## src/rtl/assert_macros.svh

```systemverilog
// Assertion macros shared by the RTL files that check their own logic.
`ifndef ASSERT_MACROS_SVH
`define ASSERT_MACROS_SVH

// Same-cycle implication, checked on the rising clock, off during reset.
`define ASSERT_IMPL(label, clk, rst_n, ante, cons, msg) \
    label: assert property (@(posedge clk) disable iff (!rst_n) (ante) |-> (cons)) \
        else $error(msg);

// Next-cycle implication, checked on the rising clock, off during reset.
`define ASSERT_NEXT(label, clk, rst_n, ante, cons, msg) \
    label: assert property (@(posedge clk) disable iff (!rst_n) (ante) |=> (cons)) \
        else $error(msg);

`endif

```

## src/rtl/cbs_pkg.sv

```systemverilog
// Shared types, constants and functions of the checksummed byte store.
package cbs_pkg;

    localparam int STORE_SIZE_DEF = 1024;
    localparam int ADDR_MAX_W     = 16;
    localparam int QUEUE_DEPTH    = 2;

    localparam logic [7:0]  ERASED_BYTE = 8'hFF;
    localparam logic [16:0] OFFSET_MAX  = 17'h1FFFF;

    typedef enum logic [1:0] {
        REQ_READ   = 2'd0,
        REQ_WRITE  = 2'd1,
        REQ_BWRITE = 2'd2,
        REQ_BREAD  = 2'd3
    } req_t;

    // One classified request, as handed from the front to the back.
    typedef struct packed {
        req_t                  kind;
        logic                  addr_ok;
        logic [ADDR_MAX_W-1:0] addr_idx;
        logic [7:0]            data;
        logic                  first;
        logic                  last;
        logic                  csum_ok;
        logic [ADDR_MAX_W-1:0] csum_idx;
    } op_t;

    // Rotate left by one, then add the byte modulo 256.
    function automatic logic [7:0] sum_update(input logic [7:0] sum, input logic [7:0] b);
        logic [7:0] rot;
        rot = {sum[6:0], sum[7]};
        return rot + b;
    endfunction

endpackage

```

## src/rtl/cbs_queue.sv

```systemverilog
// Short queue of classified requests between the front and the back.
module cbs_queue (
    input  logic         clk,
    input  logic         rst_n,
    input  logic         push,
    input  cbs_pkg::op_t push_op,
    input  logic         pop,
    output logic         full,
    output logic         q_valid,
    output cbs_pkg::op_t q_op
);

    localparam int PTR_W = $clog2(cbs_pkg::QUEUE_DEPTH);
    localparam int CNT_W = $clog2(cbs_pkg::QUEUE_DEPTH + 1);
    localparam logic [PTR_W-1:0] PTR_LAST = PTR_W'(cbs_pkg::QUEUE_DEPTH - 1);
    localparam logic [CNT_W-1:0] CNT_FULL = CNT_W'(cbs_pkg::QUEUE_DEPTH);

    cbs_pkg::op_t     entry_reg [cbs_pkg::QUEUE_DEPTH];
    logic [PTR_W-1:0] wr_ptr_reg, wr_ptr_next;
    logic [PTR_W-1:0] rd_ptr_reg, rd_ptr_next;
    logic [CNT_W-1:0] cnt_reg, cnt_next;

    always_comb
    begin
        full    = (cnt_reg == CNT_FULL);
        q_valid = (cnt_reg != '0);
        q_op    = entry_reg[rd_ptr_reg];

        wr_ptr_next = wr_ptr_reg;
        rd_ptr_next = rd_ptr_reg;
        cnt_next    = cnt_reg;
        if (push)
            wr_ptr_next = (wr_ptr_reg == PTR_LAST) ? '0 : wr_ptr_reg + 1'b1;
        if (pop)
            rd_ptr_next = (rd_ptr_reg == PTR_LAST) ? '0 : rd_ptr_reg + 1'b1;
        if (push && !pop)
            cnt_next = cnt_reg + 1'b1;
        else if (pop && !push)
            cnt_next = cnt_reg - 1'b1;
    end

    always_ff @(posedge clk or negedge rst_n)
    begin
        if (!rst_n)
        begin
            wr_ptr_reg <= '0;
            rd_ptr_reg <= '0;
            cnt_reg    <= '0;
        end
        else
        begin
            wr_ptr_reg <= wr_ptr_next;
            rd_ptr_reg <= rd_ptr_next;
            cnt_reg    <= cnt_next;
        end
    end

    always_ff @(posedge clk)
    begin
        if (push)
            entry_reg[wr_ptr_reg] <= push_op;
    end

endmodule

```

## config.mk

```make
export PLATFORM = sky130hd
export DESIGN_NAME = cbs_queue
export DESIGN_NICKNAME = d
export VERILOG_FILES = /design/src/rtl/assert_macros.svh /design/src/rtl/cbs_pkg.sv /design/src/rtl/cbs_queue.sv
export SDC_FILE = /design/constraint.sdc
export NUM_CORES = 1
export LEC_CHECK = 0
export BUFFER_PORTS_ARGS = -buffer_cell sky130_fd_sc_hd__buf_2
export CAP_MARGIN = 30
export CORE_AREA = 3 3 106 108
export CTS_CLUSTER_SIZE = 16
export DETAILED_ROUTE_END_ITERATION = 10
export DIE_AREA = 0 0 109 111
export GPL_TIMING_DRIVEN = 0
export PLACE_DENSITY = 0.66
export REMOVE_ABC_BUFFERS = 1
export SYNTH_ARGS = -nofsm -noshare
export SYNTH_HDL_FRONTEND = slang
export SYNTH_SLANG_ARGS = --single-unit
```

## constraint.sdc

```tcl
create_clock -name clk -period 2.9 [get_ports clk]
set_input_delay 0.435 -clock clk [delete_from_list [all_inputs] [get_ports clk]]
set_output_delay 0.435 -clock clk [all_outputs]
set_load 0.02 [all_outputs]
```

After elaboration in Yosys (flattened, before gate mapping). Memory sizes are Yosys's and may differ from the RTL's. Cells that the tools add are included.

Register bits: 4. Memory bits (writable): 92. Bits of input ports: 50. Output and inout port bits: 48. Logic and storage cells: 21. Memories: 1.

Add/sub/neg operators: 4. Equality and inequality tests: 1. Mux-type cells: 6. Reductions and logical operators: 6.

Memories: entry_reg (words 2, width 46, read ports 1, clocked after memory_dff 0, wr ports 1, line cbs_queue.sv:18) `cbs_pkg::op_t entry_reg [cbs_pkg::QUEUE_DEPTH];`.

Operators by type and width (count): $mux W1 (4); $mux W2 (2); $reduce_bool A2 Y1 (2); $add A1 B1 Y1 const B (2); $add A2 B1 Y2 const B (1); $eq A2 B2 Y1 const B (1); $logic_and A1 B1 Y1 (2); $logic_not A1 Y1 (2); $sub A2 B1 Y2 const B (1).

Depth between registers and ports, before layout.
Depth after elaboration: 4. Depth in mapped cells: 5. Gate-level depth less buffers: 5.

Worst setup path after synthesis. No wires, ideal clock.

Path type: input -> register. Start point: in push. End point: mem entry_reg[0][0] in the netlist's numbering, enable pin. Library setup time: 0.455 ns. Arrival: 2.481 ns. Required time: 2.445 ns. Setup slack: -0.036 ns. Cell stages on the path: 1. Buffers on the path: 0. Cell sequence: nor2b_1.

Cells in the longest elaborated chain, start to end: 2.

Ends and longest elaborated chain: start, declared (line cbs_queue.sv:5) `input logic push,`; $mux W1 (line cbs_queue.sv:60) `if (push)`; $mux W1 (implied by the code) (line cbs_queue.sv:61) `entry_reg[wr_ptr_reg] <= push_op;`; end, declared (line cbs_queue.sv:18).

No other way between the ends.

==> reports/results.tsv <==
stage	metric	value	unit
pwr	overall power	4.198	mW
pwr	switching share of power	32.26	%
floorplanning	Ports	98	
pwr	Clock power frac	16.8	%
floorplanning	die area	12100	um2
pwr	combinational power share	35.8	%
pwr	Lkg Pwr	1.754	nW
setup_path	Worst EP required	2.47	ns
route	drt wl/cell	14.47	um
timing	worst-margin pin slew	0.7042	ns
setup_path	slowest CP cell	dfrtp_2	
timing	Clock Skew	0.01101	ns
route	DRT Pass-1 Iters	4	
route	DR vias	1734	
worst_hold_path	HP Class	input port to flop	
flow_run	max_cap viols	0	
global_routing	initial antenna violation count	0	
timing	RSZ-0062 raised after global routing	no	
synth	top-area cell type share of the netlist area	76.06	%
route	Antenna Violating Nets Remaining	0	
finish	layout cells sized above 1	58.89	%
route	routed vias/inst	4.271	
synth	synth cell count leaders	edfxtp_1 (92), mux2_4 (30), mux2_2 (16)	
floorplanning	FP Rows	37	
timing	min Tclk post-route	2.404	ns
floorplanning	die width	109	um
setup_path	critical path fanouts, max	24	
synth	register area share after synthesis	78.82	%
clocking	clk_lat worst skew	0.35	ns
synth	Seq cells post-synth	96	
finish	Area growth syn-to-layout	22.91	%
clocking	clock-pin slew on the worst setup and hold paths	0.09	ns
finish	max FFs per register	92	
synth	most frequent cell after synthesis	edfxtp_1	
placed_design	Post-DP Area	4308	um2
timing	max frequency	415.9	MHz
synth	YS warnings	0	
synth	Mapped Cells	159	
timing	Fin. Hold Viols	0	
synth	Synth area leader	edfxtp_1	
pwr	Flop pwr share	47.4	%
clocking	worst-case clock buffer depth	2	
setup_path	Critical Path AT	1.97	ns
clocking	root buf cell	clkbuf_8	
finish	# diodes	0	
setup_path	CP Buf/Inv Count	2	
floorplanning	Starting Density	35.18	%
placed_design	hpwl dp	4036	um
clocking	Clock Sinks	96	
timing	final hold slack	0.2695	ns
floorplanning	die height	111	um
clocking	TritonCTS buffer count	9	
pwr	Max IR drop VDD	0.0007571	V
pwr	Power Dens Cells	940.4	nW/um2
synth	dominant cells by area after synthesis	edfxtp_1 (76%), mux2_4 (12%), mux2_2 (5.0%)	
floorplanning	total core area	10320	um2
global_routing	pin count of the biggest net entering global routing	26	
synth	Mean Syn Cell Area	22.84	um2
setup_path	CP max stage delay	0.80	ns
placed_design	Port Buf Inserts	97	
global_routing	GRT overflow	0	
route	initial DRC count	54	
finish	Non-Filler Cell Area, Final	4464	um2
pwr	Cell Int Power	2.844	mW
finish	Fillers	932	
synth	EDFF count, synth	92	
timing	Setup WS post-layout	0.4956	ns
synth	dominant synthesized flop cell	edfxtp_1	
clocking	CTS tree	built	
timing	worst relative slew slack	52.95	%
placed_design	dpl ws	0.8218	ns
setup_path	crit path kind	flop to output port	
clocking	Post-CTS Setup Bufs	0	
clocking	H-Tree Depth	3	
placed_design	routability congestion estimate	0.6360	
setup_path	crit path cell chain	buf_12, mux2_2, buf_2	
setup_path	Crit path max-delay family	flip-flops	
timing	setup violators final	0	
timing	Pins Over Slew Limit	0	
synth	Synth cell types	14	
global_routing	global-route wire length before repair	9259	um
global_routing	GRT Util Overall	10.23	%
pwr	sw power	1.354	mW
route	Detailed Route WL	5874	um
timing	Tcrit/Tclk final	82.91	%
finish	Final #Nets	317	
setup_path	crit end category	output port	
synth	Async S/R FF share, synth	4.167	%
setup_path	startpoint types	flop	
outcome	status	complete, no violations	
route	DRC errors left	0	
synth	synthesized area	3632	um2
global_routing	via count of the first global-routing pass	1864	
## final cells by class
| class | count | area, um2 | area share [%] |
|---|---|---|---|
| inverter | 1 | 3.754 | 0.08408 |
| sequential | 96 | 2864 | 64.15 |
| timing repair buffer | 101 | 555.5 | 12.44 |
| multi-input combinational | 57 | 724.4 | 16.23 |
| tap | 136 | 170.2 | 3.812 |
| clock buffer | 13 | 138.9 | 3.111 |
| clock inverter | 2 | 7.507 | 0.1682 |
## logic make-up after synthesis
group,count (synthesis),synth area share [%]
flip-flops,96,78.82
multiplexers,46,17.36
buffers and inverters,6,1.481
XOR/XNOR,5,1.206
AND/OR/NAND/NOR,5,0.7923
adder cells (fa/ha/maj),1,0.3444
## worst reg2reg max path, stage by stage (launching register included)
cell and delay [ns]:
dfrtp_1 0.43, nor2b_4 0.58, buf_12 0.27
## through the flow
| stage | TNS (ns) | std cells | utilization, % |
|---|---|---|---|
| 3_5_place_dp | 0 | 390 | 41.73 |
| 4_1_cts | 0 | 406 | 43.24 |
| 6_report | 0 | 406 | 43.24 |
| 3_3_place_gp | -76.79 | 387 | 41.05 |
| 5_1_grt | 0 | 406 | 43.24 |
| 2_1_floorplan | -1.642 | 154 | - |
## power by group through the flow
| stage | combinational (mW) | sequential (mW) | clock [mW] |
|---|---|---|---|
| floorplan | 1.02 | 2.06 | 0 |
| global placement | 1.43 | 2.13 | 0 |
| detailed placement | 1.53 | 2.03 | 0 |
| CTS | 1.54 | 2.00 | 0.748 |
| global route | 1.61 | 2.03 | 0.796 |
| finish | 1.50 | 1.99 | 0.706 |
## path summary, 6_finish.rpt
path / slack [ns] / cells after the start / end / start
max: 0.50 / 3 / q_op[33] / rd_ptr_reg
min: 0.27 / 2 / rd_ptr_reg / pop
max reg2reg: 1.29 / 2 / entry_reg[0][33] / wr_ptr_reg
min reg2reg: 0.48 / 1 / cnt_reg[1] / cnt_reg[1]
max in group asynchronous: 2.34 / 2 / rd_ptr_reg / rst_n
min in group asynchronous: 0.43 / 2 / cnt_reg[1] / rst_n
## routing by layer
metal / share of wire, % / global-route usage (%) / vias up
li1: - / - / 831
met1: 41 / 11.53 / 841
met2: 51 / 16.99 / 57
met3: 6.5 / 4.193 / 5
met4: 1.3 / 4.125 / 0
met5: 0 / 0 / -
## cells in the final DEF, fill, tap and decap left out, drive strengths merged
cell / Yosys / final
nor2: 1 / 1
or2: 1 / 1
inv: 1 / 1
dlygate4sd3: 0 / 1
clkbuf: 0 / 13
nor2b: 2 / 2
mux2: 46 / 46
ha: 1 / 1
xnor2: 1 / 1
edfxtp: 92 / 92
dfrtp: 4 / 4
buf: 5 / 100
and2: 1 / 1
xor2: 4 / 4
clkinv: 0 / 2
## what timing repair did
item	in CTS	in global routing
endpoints found under the hold margin	4	0
hold buffers	1	0
resized for setup	0	0
(Power assumes the default switching activity.)
