<file path="config.mk">
export PLATFORM = sky130hd
export DESIGN_NAME = cbs_front
export DESIGN_NICKNAME = d
export VERILOG_FILES = /design/src/rtl/assert_macros.svh /design/src/rtl/cbs_pkg.sv /design/src/rtl/cbs_front.sv
export SDC_FILE = /design/constraint.sdc
export NUM_CORES = 1
export LEC_CHECK = 0
export ABC_AREA = 1
export BUFFER_PORTS_ARGS = -buffer_cell sky130_fd_sc_hd__buf_2
export CORE_MARGIN = 2
export CORE_UTILIZATION = 43
export CTS_CLUSTER_SIZE = 24
export DETAILED_ROUTE_END_ITERATION = 10
export HOLD_SLACK_MARGIN = 0.12
export PLACE_DENSITY = 0.64
export SYNTH_ARGS = -nofsm -noshare
export SYNTH_HDL_FRONTEND = slang
export SYNTH_SLANG_ARGS = --single-unit
</file>
<file path="constraint.sdc">
create_clock -name clk -period 10.4 [get_ports clk]
set_input_delay 1.04 -clock clk [delete_from_list [all_inputs] [get_ports clk]]
set_output_delay 1.04 -clock clk [all_outputs]
set_load 0.005 [all_outputs]
</file>
<file path="src/rtl/assert_macros.svh">
// Assertion macros shared by the RTL files that check their own logic.
`ifndef ASSERT_MACROS_SVH
`define ASSERT_MACROS_SVH

// Same-cycle implication, checked on the rising clock, off during reset.
`define ASSERT_IMPL(label, clk, rst_n, ante, cons, msg) \
    label: assert property (@(posedge clk) disable iff (!rst_n) (ante) |-> (cons)) \
        else $error(msg);

// Next-cycle implication, checked on the rising clock, off during reset.
`define ASSERT_NEXT(label, clk, rst_n, ante, cons, msg) \
    label: assert property (@(posedge clk) disable iff (!rst_n) (ante) |=> (cons)) \
        else $error(msg);

`endif

</file>
<file path="src/rtl/cbs_pkg.sv">
// Shared types, constants and functions of the checksummed byte store.
package cbs_pkg;

    localparam int STORE_SIZE_DEF = 1024;
    localparam int ADDR_MAX_W     = 16;
    localparam int QUEUE_DEPTH    = 2;

    localparam logic [7:0]  ERASED_BYTE = 8'hFF;
    localparam logic [16:0] OFFSET_MAX  = 17'h1FFFF;

    typedef enum logic [1:0] {
        REQ_READ   = 2'd0,
        REQ_WRITE  = 2'd1,
        REQ_BWRITE = 2'd2,
        REQ_BREAD  = 2'd3
    } req_t;

    // One classified request, as handed from the front to the back.
    typedef struct packed {
        req_t                  kind;
        logic                  addr_ok;
        logic [ADDR_MAX_W-1:0] addr_idx;
        logic [7:0]            data;
        logic                  first;
        logic                  last;
        logic                  csum_ok;
        logic [ADDR_MAX_W-1:0] csum_idx;
    } op_t;

    // Rotate left by one, then add the byte modulo 256.
    function automatic logic [7:0] sum_update(input logic [7:0] sum, input logic [7:0] b);
        logic [7:0] rot;
        rot = {sum[6:0], sum[7]};
        return rot + b;
    endfunction

endpackage

</file>
<file path="src/rtl/cbs_front.sv">
// Front end: takes requests, tracks block position, resolves store addresses.
module cbs_front #(
    parameter int STORE_SIZE = cbs_pkg::STORE_SIZE_DEF
) (
    input  logic               clk,
    input  logic               rst_n,
    input  logic               accept,
    input  logic [1:0]         req_type,
    input  logic [15:0]        base_addr,
    input  logic [7:0]         data_in,
    input  logic               first_byte,
    input  logic               last_byte,
    output cbs_pkg::op_t       op
);

    localparam logic [17:0] SIZE_LIM = 18'(STORE_SIZE);

    logic [15:0] base_reg, base_next;
    logic [16:0] off_reg, off_next;

    cbs_pkg::req_t kind;
    logic          is_block;
    logic [15:0]   base_use;
    logic [16:0]   off_use;
    logic [16:0]   off_adv;
    logic [17:0]   byte_addr;
    logic [17:0]   csum_addr;

    always_comb
    begin
        kind      = cbs_pkg::req_t'(req_type);
        is_block  = (kind == cbs_pkg::REQ_BWRITE) || (kind == cbs_pkg::REQ_BREAD);
        base_use  = first_byte ? base_addr : base_reg;
        off_use   = first_byte ? 17'd0 : off_reg;
        off_adv   = (off_use == cbs_pkg::OFFSET_MAX) ? off_use : off_use + 17'd1;
        byte_addr = is_block ? ({2'b00, base_use} + {1'b0, off_use}) : {2'b00, base_addr};
        csum_addr = {2'b00, base_use} + {1'b0, off_adv};

        op.kind     = kind;
        op.addr_ok  = byte_addr < SIZE_LIM;
        op.addr_idx = byte_addr[15:0];
        op.data     = data_in;
        op.first    = first_byte;
        op.last     = last_byte;
        op.csum_ok  = csum_addr < SIZE_LIM;
        op.csum_idx = csum_addr[15:0];

        base_next = base_reg;
        off_next  = off_reg;
        if (accept && is_block)
        begin
            base_next = base_use;
            off_next  = off_adv;
        end
    end

    always_ff @(posedge clk or negedge rst_n)
    begin
        if (!rst_n)
        begin
            base_reg <= '0;
            off_reg  <= '0;
        end
        else
        begin
            base_reg <= base_next;
            off_reg  <= off_next;
        end
    end

endmodule

</file>
# Word-level counts from Yosys, hierarchy flattened
# Index checks and enable logic that the tools add are counted.
# totals
reg_bits	33
out_inout_bits	46
wordCells	16
in_bits	31
# op_classes
n_eq_ne	3
n_reduce_logical	2
n_lt_le_gt_ge	2
n_mux	4
addsub	3
# ops
op	count
16-bit by 17-bit adder with 18-bit output	2
18-bit by 11-bit less-than comparator with 1-bit output (second input constant)	2
17-bit two-way mux	2
18-bit two-way mux	1
17-bit by 1-bit adder with 17-bit output (second input constant)	1
17-bit == test (second input constant)	1
16-bit two-way mux	1
2-bit == test (second input constant)	2
1-bit logical AND	1
1-bit logical OR	1

# Logic depth before layout (Yosys ltp)
# Gate-level depths: netlist of the first run.
# logic_depth
ltp_word	5
ltp_mapped	23
mapped_depth_nobuf	22

# Least setup slack after synthesis of the first run
# No wires, ideal clock.
# synth_timing
path_type	input to output
start	in first_byte
end	out op[16] in the netlist's numbering
arrival_ns	3.924
path_slack_ns	5.436
required_ns	9.360
path_stages	21
n_path_buf	2
path_cell_list	buf_6 -> buf_8 -> nor2_4 -> ha_1 -> nand2_1 -> nor2_2 -> inv_1 -> nor3_2 -> nand3_2 -> xor2_1 -> ha_1 -> fa_1 -> nand3_1 -> nand2_1 -> nand4_1 -> nand2_1 -> a21oi_1 -> xnor2_1 -> nor2_1 -> nand2_1 -> nor2_1
# synth_rtl
item	line_no	source
from (decl)	cbs_front.sv:11	input logic first_byte,
to (decl)	cbs_front.sv:13	output cbs_pkg::op_t op

==> impl_metrics.yaml, run 1 <==
status:
  status: "finished clean"
global_route:
  antenna_found_initial: 0
  grt_overflow: 0
  grt_max_degree: 51
  grt_pass1_vias: 3928
  track_usage_pct: 23.2
  grt_pass1_wl_mm: 19.1
floorplanning:
  coreArea_um2: 9280
  rows: 35
  die_area_um2: 10400
  start_util_pct: 44.5
  die_y_um: 102
  die_w_um: 102
  ios: 77
power_and_ir_drop:
  peakVddDrop_mv: 0.0422
  p_comb_share_pct: 41.3
  power_frac_seq_pct: 34.5
  p_switching_uw: 171
  p_int_uw: 250
  p_leak_nw: 2.35
  cellPowerDensity_nw_per_um2: 94.0
  clkPwrFrac_pct: 24.2
  p_sw_share_pct: 40.7
hold_path:
  holdCritPathClass: "register to register"
  hp-start: "off_reg[16]"
  whs_path_depth: 2
  hold_end: "off_reg[16]"
clock_network:
  cts_setup_buffers: 0
  clkTransAtPathRegs_ns: 0.08
  cts_tree: "yes"
  cts_max_level: 2
  insertion_delay_ns: 0.30
  cts_buffer_depth: 2
  cts-hold-fix-buffers: 0
  clockRootBuffer: "clkbuf_8"
  cts_inserted_buffers: 5
  post_cts_resized: 0
  cts_sinks: 33
timing:
  worst_slack_ns: 4.40
  setup_viol: 0
  clock_skew_ns: 0.00350
  slew_headroom_pct: 22.9
  finalMaxSlewViolations: 0
  worstMarginPinSlew_ns: 1.16
  grt_setup_unrepaired: "no"
  finalHoldViolCount: 0
  min_period_ns: 6.00
  max_clock_freq_mhz: 167
  fin_crit_sh_pct: 57.7
  setup_tns_ns: 0
yosys:
  ys_seq_elements: 33
  synth.avg_cell_area_um2: 6.34
  synthCells: 651
  async_reset_ff_share_pct: 100
  synth_edf_count: 0
  synth_ff_type: "dfrtp_1"
  synthesis.area_um2: 4130
  ys_seq_area_share_pct: 20.0
  yosys.cell_types.count: 42
  synth.net_count: 717
  yosys_warnings: 0
worst_setup_path:
  r2r-start: "off_reg[1]"
  crit_top_cell: "nand2_1"
  r2r_slack_ns: 8.07
  worstSetupEndpointType: "primary output"
  max_stage_delay_ns: 0.46
  crit_slowest_cell: "buf_2"
  worstPathRequired_ns: 9.36
  timing.rr.end: "off_reg[0]"
  crit_arrival_ns: 4.96
  path_class: "input pin to primary output"
  ff2ff_path_depth: 11
  path_buf_inv: 3
  crit_fanout: 48
  worstPathCellList: "buf_2 > nor2_4 > ha_1 > nand2_1 > nor2_2 > inv_1 > nor3_2 > nand3_2 > xor2_1 > ha_1 > fa_1 > nand3_1 > nand2_1 > nand4_1 > nand2_1 > a21oi_1 > xnor2_1 > nor2_1 > nand2_1 > nor2_1 > buf_2"
  crit_path_start_kind: "input pin"
  crit_family: "simple AND/OR/NAND/NOR gates"
drt:
  vias_per_cell: 5.07
  drc_errors: 0
  drtIter0Drc: 264
  drt-pass1-iter-count: 4
  ant_nets: 0
  postRouteWirelength_mm: 11.6
  vias: 4149
  wl_per_cell_um: 14.2
placed_design:
  gp_congestion: 0.897
  pre_cts_ws_ns: 4.41
  hpwl_mm: 9.20
  io_buffers: 56
final_layout:
  final_nets: 754
  seq_area_um2: 826
  largest_reg_flops: 17
  fillers: 1018
  n_antenna_cell: 0
  multiInputGateArea_um2: 2830
  syn_to_final_growth_pct: 8.64
  drive_gt1_share_pct: 16.0
flow_run:
  drv_cap: 0
-- worst max path at each step --
| stage | startpoint | to | slack [ns] | depth (start not counted) |
|---|---|---|---|---|
| 4_1_cts | first_byte | op[16] | 4.40 | 21 |
| 2_1_floorplan | first_byte | op[16] | 5.44 | 21 |
| 5_1_grt | first_byte | op[16] | 4.07 | 20 |
| 3_3_place_gp | first_byte | op[16] | 4.53 | 21 |
| 3_5_place_dp | first_byte | op[16] | 4.41 | 21 |
| 6_report | first_byte | op[16] | 4.40 | 21 |
-- metal layers --
| metal | GRT usage, % | wire length (um) | vias to the layer above |
|---|---|---|---|
| met3 | 2.67 | 545 | 16 |
| met2 | 36.8 | 5040 | 109 |
| met1 | 33.2 | 5780 | 1856 |
| li1 | - | - | 2168 |
| met4 | 6.77 | 218 | 0 |
| met5 | 0 | 0 | - |
-- final cells by class --
type,count,share of cell area [%]
clock buffer,6,1.62
clock inverter,2,0.223
inverter,80,6.69
multi-input combinational,511,63.0
sequential,33,18.4
tap,129,3.60
timing repair buffer,57,6.42
-- cells by family after synthesis --
family                   count (synthesis)  share of synthesized area [%]
flip-flops                              33                           20.0
AND/OR/NAND/NOR                        330                           36.4
XOR/XNOR                                27                           5.73
adder cells (fa/ha/maj)                 35                           10.8
AO/OA/AOI/OAI                          119                           15.5
buffers and inverters                  107                           11.5
-- stage by stage --
stage / power, mW / cell area [um2] / hold slack [ns] / std cells / utilization [%]
finish: 0.422 / 4490 / 0.492 / 818 / 48.3
detailed placement: 0.321 / 4400 / 0.478 / 810 / 47.4
floorplan: 0.267 / 4130 / 0.453 / 651 / -
global route: 0.454 / 4490 / 0.518 / 818 / 48.3
CTS: 0.425 / 4490 / 0.497 / 818 / 48.3
global placement: 0.320 / 4400 / 0.480 / 810 / 47.4
-- synth_stat cells, types with 3 or more instances --
library cell | instances | area, um2
o21ai_1 | 8 | 40.0
xnor2_1 | 8 | 70.1
nor2_2 | 8 | 50.1
nand4_1 | 7 | 43.8
inv_1 | 76 | 285
clkbuf_1 | 10 | 37.5
nor3_2 | 4 | 40.0
nor4_1 | 3 | 18.8
buf_4 | 12 | 90.1
or2_2 | 7 | 43.8
dfrtp_1 | 33 | 826
nand3_1 | 37 | 185
a21oi_1 | 36 | 180
xor2_1 | 19 | 166
nor2_1 | 47 | 176
nor2_4 | 6 | 67.6
nand2_2 | 12 | 75.1
nand2_1 | 184 | 691
inv_2 | 3 | 11.3
nor3_1 | 8 | 40.0
a31oi_1 | 3 | 18.8
o21ai_0 | 56 | 280
ha_1 | 34 | 425
o21bai_1 | 6 | 45.0
a21o_1 | 3 | 22.5
-- layout by cell type (no fill, tap or decap), types with 12 or more instances in the layout --
cell type	netlist	final
nand2_1	184	184
xor2_1	19	19
nor2_1	47	47
buf_2	2	56
inv_1	76	76
dfrtp_1	33	33
nand2_2	12	12
nand3_1	37	37
a21oi_1	36	36
o21ai_0	56	56
ha_1	34	34
-- power by group through the flow --
stage	Combinational [mW]	Clock, mW	Sequential, mW
floorplan	0.120	0	0.147
global placement	0.172	0	0.148
detailed placement	0.173	0	0.148
CTS	0.175	0.104	0.145
global route	0.198	0.109	0.147
finish	0.174	0.102	0.145
-- worst register-to-register path: stages (launching register included) --
cell and delay [ns]:
dfrtp_1 0.39, inv_1 0.10, nor2_4 0.12, ha_1 0.22
nand2_1 0.08, nor2_2 0.18, inv_1 0.09, nor3_2 0.21
nand3_2 0.37, xor2_1 0.28, nand2_1 0.08, o21ai_0 0.08
No activity file was read; power rests on OpenSTA's default activity.
==> run 2: changes to the inputs <==
==> constraint.sdc (replaced) <==
create_clock -name clk -period 5.71 [get_ports clk]
set_input_delay 0.571 -clock clk [delete_from_list [all_inputs] [get_ports clk]]
set_output_delay 0.571 -clock clk [all_outputs]
set_load 0.005 [all_outputs]
==> run 2 against run 1 <==
- worst setup slack worse by 3.3 ns
- sequential power increased by 83%
- clock skew increased by 0.0057 ns
- power up 81%
- via count grew 2.1%
==> impl_metrics.yaml, run 2 (synthesis gave the netlist of run 1 again) <==
status:
  status: "finished clean"
drt:
  vias_per_cell: 5.17
  drc_errors: 0
  wl_per_cell_um: 13.9
  drt-pass1-iter-count: 5
  ant_nets: 0
  postRouteWirelength_mm: 11.3
  drtIter0Drc: 355
  vias: 4237
global_route:
  grt_pass1_vias: 3963
  grt_overflow: 0
  grt_max_degree: 49
  antenna_found_initial: 0
  track_usage_pct: 22.8
  grt_pass1_wl_mm: 18.9
worst_setup_path:
  crit_arrival_ns: 4.06
  crit_path_start_kind: "input pin"
  path_class: "input pin to primary output"
  worstSetupEndpointType: "primary output"
  crit_fanout: 14
  worstPathRequired_ns: 5.14
final_layout:
  drive_gt1_share_pct: 16.1
  post-route-util_pct: 48.4
  final_common_cell: "nand2_1"
  finalNonFillerCells: 819
  fillers: 1038
  largest_reg_flops: 17
  syn_to_final_growth_pct: 8.82
  n_antenna_cell: 0
  final_cell_mix: "nand2_1, inv_1, o21ai_0, buf_2, nor2_1"
  final_nets: 755
power_and_ir_drop:
  p_leak_nw: 2.35
  cellPowerDensity_nw_per_um2: 170
  finalPower_uw: 762
  peakVddDrop_mv: 0.0685
timing:
  worstMarginPinSlew_ns: 0.799
  min_period_ns: 4.63
  setup_viol: 0
  setup_tns_ns: 0
  fin_crit_sh_pct: 81.2
  finalMaxSlewViolations: 0
  clock_skew_ns: 0.00918
  max_clock_freq_mhz: 216
  grt_setup_unrepaired: "no"
  finalHoldViolCount: 0
  slew_headroom_pct: 46.7
  holdWs_ns: 0.354
floorplanning:
  die_w_um: 102
  start_util_pct: 44.5
  rows: 35
  ios: 77
  coreArea_um2: 9280
  die_y_um: 102
  die_area_um2: 10400
placed_design:
  gp_congestion: 0.958
  numPlacedInstances: 811
  io_buffers: 56
  hpwl_mm: 9.21
flow_run:
  drv_cap: 0
clock_network:
  insertion_delay_ns: 0.29
  cts_setup_buffers: 0
  post_cts_resized: 0
  cts_sinks: 33
  clockRootBuffer: "clkbuf_8"
  cts_inserted_buffers: 5
  cts_buffer_depth: 2
  cts-hold-fix-buffers: 0
  cts_tree: "yes"
  cts_max_level: 2
  clkTransAtPathRegs_ns: 0.08
hold_path:
  holdCritPathClass: "input pin to async pin"
[run 2: changes by cell type in the layout (fill, tap and decap cells not counted)]
cell   change
buf_4      +1
[run 2: path summary, 6_finish.rpt]
kind,from,to,slack [ns],cells after the start
setup / recovery,first_byte,op[16],1.08,21
hold / removal,rst_n,base_reg[9],0.35,1
setup reg to reg,off_reg[1],off_reg[0],3.43,11
hold reg to reg,off_reg[16],off_reg[16],0.49,2
max in group asynchronous,rst_n,off_reg[12],4.83,1
min in group clk,off_reg[16],off_reg[16],0.49,2
[run 2: layout make-up]
cell class,count,area (um2),share of cell area [%]
multi-input combinational,511,2830,62.9
sequential,33,826,18.4
inverter,80,300,6.68
timing repair buffer,58,295,6.57
tap,129,161,3.59
clock buffer,6,72.6,1.62
clock inverter,2,10.0,0.223
[run 2: stage by stage]
stage | cell area [um2] | setup slack, ns
finish | 4490 | 1.08
global route | 4490 | 0.757
CTS | 4490 | 1.06
detailed placement | 4410 | 1.09
global placement | 4410 | 1.21
floorplan | 4130 | 1.68
[run 2: worst max-delay path, stage by stage]
cell,delay (ns)
buf_2,0.19
nor2_4,0.20
ha_1,0.25
nand2_1,0.08
nor2_2,0.17
inv_1,0.08
nor3_2,0.20
nand3_2,0.35
xor2_1,0.28
ha_1,0.24
fa_1,0.42
nand3_1,0.09
nand2_1,0.08
nand4_1,0.08
nand2_1,0.11
a21oi_1,0.19
xnor2_1,0.11
nor2_1,0.11
nand2_1,0.05
nor2_1,0.08
buf_2,0.11
[run 2: routing by layer]
metal,GRT usage (%),vias up,part of all wire [%]
met5,0,-,0
met4,6.87,0,2.5
met3,1.98,24,4.2
met2,36.2,106,44
met1,33.0,1920,49
li1,-,2187,-
[run 2: power breakdown]
| group | switching, mW | total, mW | internal [mW] |
|---|---|---|---|
| clock | 0.0965 | 0.181 | 0.0847 |
| combinational | 0.201 | 0.316 | 0.115 |
| sequential | 0.00876 | 0.265 | 0.256 |
| total | 0.306 | 0.762 | 0.456 |
